[src/assert_macros.svh]
// Assertion helpers for the RTL files.
`ifndef ASSERT_MACROS_SVH
`define ASSERT_MACROS_SVH

// Same-cycle implication, disabled while in reset.
`define ASSERT_IMPLIES(label, clk, rst, ante, cons) \
   label: assert property (@(posedge clk) disable iff (rst) (ante) |-> (cons)) \
      else $error("assertion failed: same-cycle implication");

// Next-cycle implication, disabled while in reset.
`define ASSERT_NEXT(label, clk, rst, ante, cons) \
   label: assert property (@(posedge clk) disable iff (rst) (ante) |=> (cons)) \
      else $error("assertion failed: next-cycle implication");

`endif

[src/lpht_ram.sv]
// Simple dual-port RAM: one write port, one read port, registered read data.
module lpht_ram #(
   parameter int WIDTH = 32,
   parameter int DEPTH = 64
) (
   input  logic                     clock,
   input  logic                     wr_en,
   input  logic [$clog2(DEPTH)-1:0] wr_addr,
   input  logic [WIDTH-1:0]         wr_data,
   input  logic [$clog2(DEPTH)-1:0] rd_addr,
   output logic [WIDTH-1:0]         rd_data
);

   logic [WIDTH-1:0] mem_ff [DEPTH];
   logic [WIDTH-1:0] rd_data_ff;

   // Write port
   always_ff @(posedge clock) begin
      if (wr_en) begin
         mem_ff[wr_addr] <= wr_data;
      end
   end

   // Registered read port
   always_ff @(posedge clock) begin
      rd_data_ff <= mem_ff[rd_addr];
   end

   assign rd_data = rd_data_ff;

endmodule

[config.mk]
export PLATFORM = sky130hd
export DESIGN_NAME = lpht_ram
export DESIGN_NICKNAME = d
export VERILOG_FILES = /design/src/assert_macros.svh /design/src/lpht_ram.sv
export SDC_FILE = /design/constraint.sdc
export NUM_CORES = 2
export LEC_CHECK = 0
export ABC_AREA = 1
export CORE_AREA = 2 2 432 434
export CTS_CLUSTER_SIZE = 12
export DETAILED_ROUTE_END_ITERATION = 16
export DIE_AREA = 0 0 434 436
export DONT_BUFFER_PORTS = 1
export PLACE_DENSITY = 0.58
export SLEW_MARGIN = 0
export SYNTH_ARGS = -nofsm -noshare
export SYNTH_HDL_FRONTEND = slang
export SYNTH_SLANG_ARGS = --single-unit
[constraint.sdc]
create_clock -name clock -period 6.49 [get_ports clock]
set_clock_uncertainty 0.15 [all_clocks]
set_input_delay 1.298 -clock clock [delete_from_list [all_inputs] [get_ports clock]]
set_output_delay 1.298 -clock clock [all_outputs]
set_load 0.01 [all_outputs]
# --- After elaboration in Yosys (flattened, before gate mapping) ---
# Memories as Yosys holds them, arrays and structs flattened. A register that Yosys moved wholly into a read port is not among the register bits.
# Cells that the tools add are included.
op_classes:
  n_addsub: 0
  n_mul: 0
  div: 0
  order_cmp: 0
  n_eq_ne: 0
  shift: 0
  n_mux: 2
  bitwise: 0
  reduce_logical: 0
op_table:
  columns: ["cell", "n"]
  rows:
  - ["$mux 1", 2]
totals:
  reg_bits: 0
  latch_bits: 0
  ramBits: 2048
  rom_bits: 0
  inputBits: 46
  output_inout_bits: 32
  wordCells: 3
  memories: 1
mem_list:
  columns: ["name", "depth", "word_bits", "read_ports", "rd_clocked_by_memory_dff", "wr", "line_no", "source"]
  rows:
  - ["mem_ff", 64, 32, 1, 1, 1, "lpht_ram.sv:14", "logic [WIDTH-1:0] mem_ff [DEPTH];"]

# --- Longest topological paths before layout ---
logic_depth:
  depth_word: 2
  depth_mapped: 13

# --- Worst setup path before layout ---
# OpenSTA, ideal clock, no wires.
synth_path:
  kind: "input port to flip-flop"
  startpoint: "input wr_en"
  endpoint: "memory mem_ff[48][0] (enable)"
  setup_time_ps: 502
  t_arrival_ps: 4926
  path_slack_ps: 912
  stages: 3
  path_cell_list: "clkbuf_1 > nand4_1 > nor4_1"
synth_via:
  elab_chain_len: 2
synth_rtl:
  columns: ["element", "line_no", "source"]
  rows:
  - ["from (decl)", "lpht_ram.sv:7", "input logic wr_en,"]
  - ["$mux 1", "lpht_ram.sv:19", "if (wr_en) begin"]
  - ["$mux 1 (not written as such)", "lpht_ram.sv:20", "mem_ff[wr_addr] <= wr_data;"]
  - ["to (decl)", "lpht_ram.sv:14", null]
# Every way passes these cells.

==> impl_results.md <==
- Fin cells: 9303
- Critical path class: in2reg
- Share of layout cells above drive strength 1: 6.715%
- TritonCTS buffer count: 209
- Int Pwr: 21430 uW
- Via count of the first global-routing pass: 50450
- Combinational fraction of design power: 4.7%
- Vias per cell: 5.736
- Synth unique cells: 16
- Layout area overhead: 10.68%
- FF-to-FF setup slack: 4490 ps
- Final Hold Fails: 0
- Failing checks: max-slew violations, negative setup slack
- PnR worst setup slack: -81.68 ps
- Setup crit start kind: primary input
- Required time of the critical path: 7060 ps
- Chip height: 436 microns
- Tot Pwr: 27440 uW
- Placed cells: 8928
- Max-slew headroom: -34.80%
- Final Cycle Share: 101.3%
- Area fraction of the dominant cell type after synthesis: 74.33%
- Number of enable flip-flop cells after synthesis: 2048
- Post-CTS Setup Bufs: 0
- Lkg Pwr: 0.03166 uW
- RD Place Congestion: 0.8067
- Most numerous cell in the Yosys netlist: nand2_1
- Most Used Layer, Global Route: met2
- Vias: 53370
- Routed Antenna Nets: 0
- Sequential power share: 54.5%
- Most frequently used flop master after synthesis: edfxtp_1
- Overflow after GRT: 0
- Worst path bufs/invs: 6
- Clk Tree Root Cell: clkbuf_16
- Syn Area/Cell: 12.22 sq um
- Global-route track usage on met1: 37.16%
- Clock Tree Buf Depth: 3
- CP Max Fanout: 304
- IO Count: 78
- Die width: 434 microns
- Outcome: finished, violations left
- Kind of end point of the critical path: flip-flop
- DRT Pass-1 Iters: 6
- Maximum vdd ir drop: 0.0002828 V
- Clk slew on worst S/H paths: 60 ps
- Post-CTS Resized: 0
- Hold-fix buffers at CTS: 0
- Clk pwr share: 40.8%
- Core area: 184600 sq um
- Final design utilization: 49.59%
- Switching share of total power: 21.89%
- Design area: 91570 sq um
- Kind of cell with the highest combined delay on the critical path: buffers and inverters
- Syn Nets: 6815
- # setup viols final: 1
- Place WS: 1839 ps
- Clock Latency Late Sink: 860 ps
- Yosys top cell by area: edfxtp_1
- Final Max Slew Viols: 576
- H-tree depth: 4
- Post-Syn Area: 82740 sq um
- Met2 usage: 39.56%
- Synth Register Bits: 2080
- Largest net degree at the start of global routing: 1026
- Worst hold path type: in2reg
- CP max stage delay: 710 ps
- Post-layout min period: 6572 ps
- RSZ-0062 raised after global routing: no
- First-pass GRT wire length: 355700 microns
- Fmax: 0.1522 GHz
- Slew @ Worst Pin: 2022 ps
- Largest cells by area after synthesis: edfxtp_1 74%, nand3_1 12%, nand2_1 10%
- Critical Path, Cell by Cell: buf_16 -> buf_16 -> buf_16 -> inv_16 -> buf_12 -> buf_4 -> nand2_1 -> nand3_1 -> nand3_1 -> nand3_1 -> nand3_1 -> nand2_1 -> nand2_1 -> nand2_1
- Max-Cap Viols: 0
- Total GRT Usage: 25.84%
- Post-DP HPWL: 120700 microns
- Async S/R FF share, synth: 0%
- Initial Util: 44.81%
- DP Area: 85250 sq um
- Layout Nets: 6709
- Net switching power: 6005 uW
- Number of port buffers: 0
- 1st-iter DRT viols: 6610
- Sequential area share after synthesis: 75.10%
- Worst EP arrival: 7140 ps
- WL per Instance: 26.56 microns
- Routed wire length: 247100 microns
- TritonCTS clock tree: yes
- Pwr dens: 299.6 nW/um^2
- CP max stage cell: buf_16
- Yosys warnings: 0
- Met3 Use GR: 4.009%
- Full die area: 189200 sq um
- Post-Synthesis Cells: 6769
- Commonest cells post-synth: 2248 x nand2_1, 2048 x edfxtp_1, 1907 x nand3_1
- CTS sink count: 2080
- Row cnt: 158
- Antenna violations before repair: 10
- Fill cells: 16100
- Residual DRC: 0
-- cell families after synthesis --
group	count (synthesis)	synth area share (%)
simple gates	4228	22.12
flops	2080	75.10
buf+inv	461	2.779
-- final cells by class --
cell class,count,area [sq um],area share [%]
multi-input cells,4228,18770,20.50
inverters,12,81.33,0.08881
flip-flops and latches,2080,62140,67.86
diodes,2,5.005,0.005465
clock buffers,301,5761,6.291
clock inverters,68,441.7,0.4823
well taps,2480,3103,3.389
repair buffers,132,1271,1.388
-- path summary, 6_finish.rpt --
kind,startpoint,to,depth (start not counted)
worst max-delay path,rd_addr[0],rd_data[2],14
worst min-delay path,wr_data[4],mem_ff[1][4],0
worst max register to register,mem_ff[47][18],rd_data[18],8
worst min register to register,mem_ff[18][1],rd_data[1],8
-- power groups by stage --
stage	Clock [uW]	Combinational, uW	Sequential, uW
after floorplan	0	914	15200
after global placement	0	1140	15200
after detailed placement	0	1140	15200
after CTS	11300	1150	15000
after global routing	11800	1400	14900
final	11200	1280	15000
-- registers in the layout, indices dropped and copies added (netlist names) --
register	count
mem_ff	2048
rd_data	32
-- routing by layer --
metal	wire, microns	vias to the layer above
met1	102700	26720
met4	9589	0
li1	-	23900
met3	21580	380
met5	0	-
met2	113300	2369
-- cells in the final DEF, fill, tap and decap left out, types with 4 or more instances in the layout --
cell type  count
buf_4        112
clkbuf_16    213
dfxtp_1       32
inv_1          6
clkbuf_8      10
nand3_1     1907
clkinv_1      35
inv_6          6
clkinv_8       6
nand2_1     2248
nor2_4        56
buf_12        16
buf_16         4
nor4_2         8
clkinv_2      17
clkbuf_1      78
nand4_1        9
edfxtp_1    2048
-- stage by stage --
step	hold WS, ps	TNS, ps
5_1_grt	365.5	0
3_3_place_gp	640.8	0
6_report	386.8	-81.68
2_1_floorplan	571.4	0
3_5_place_dp	645.2	0
4_1_cts	339.6	0
Power figures use the tool's default switching activity.
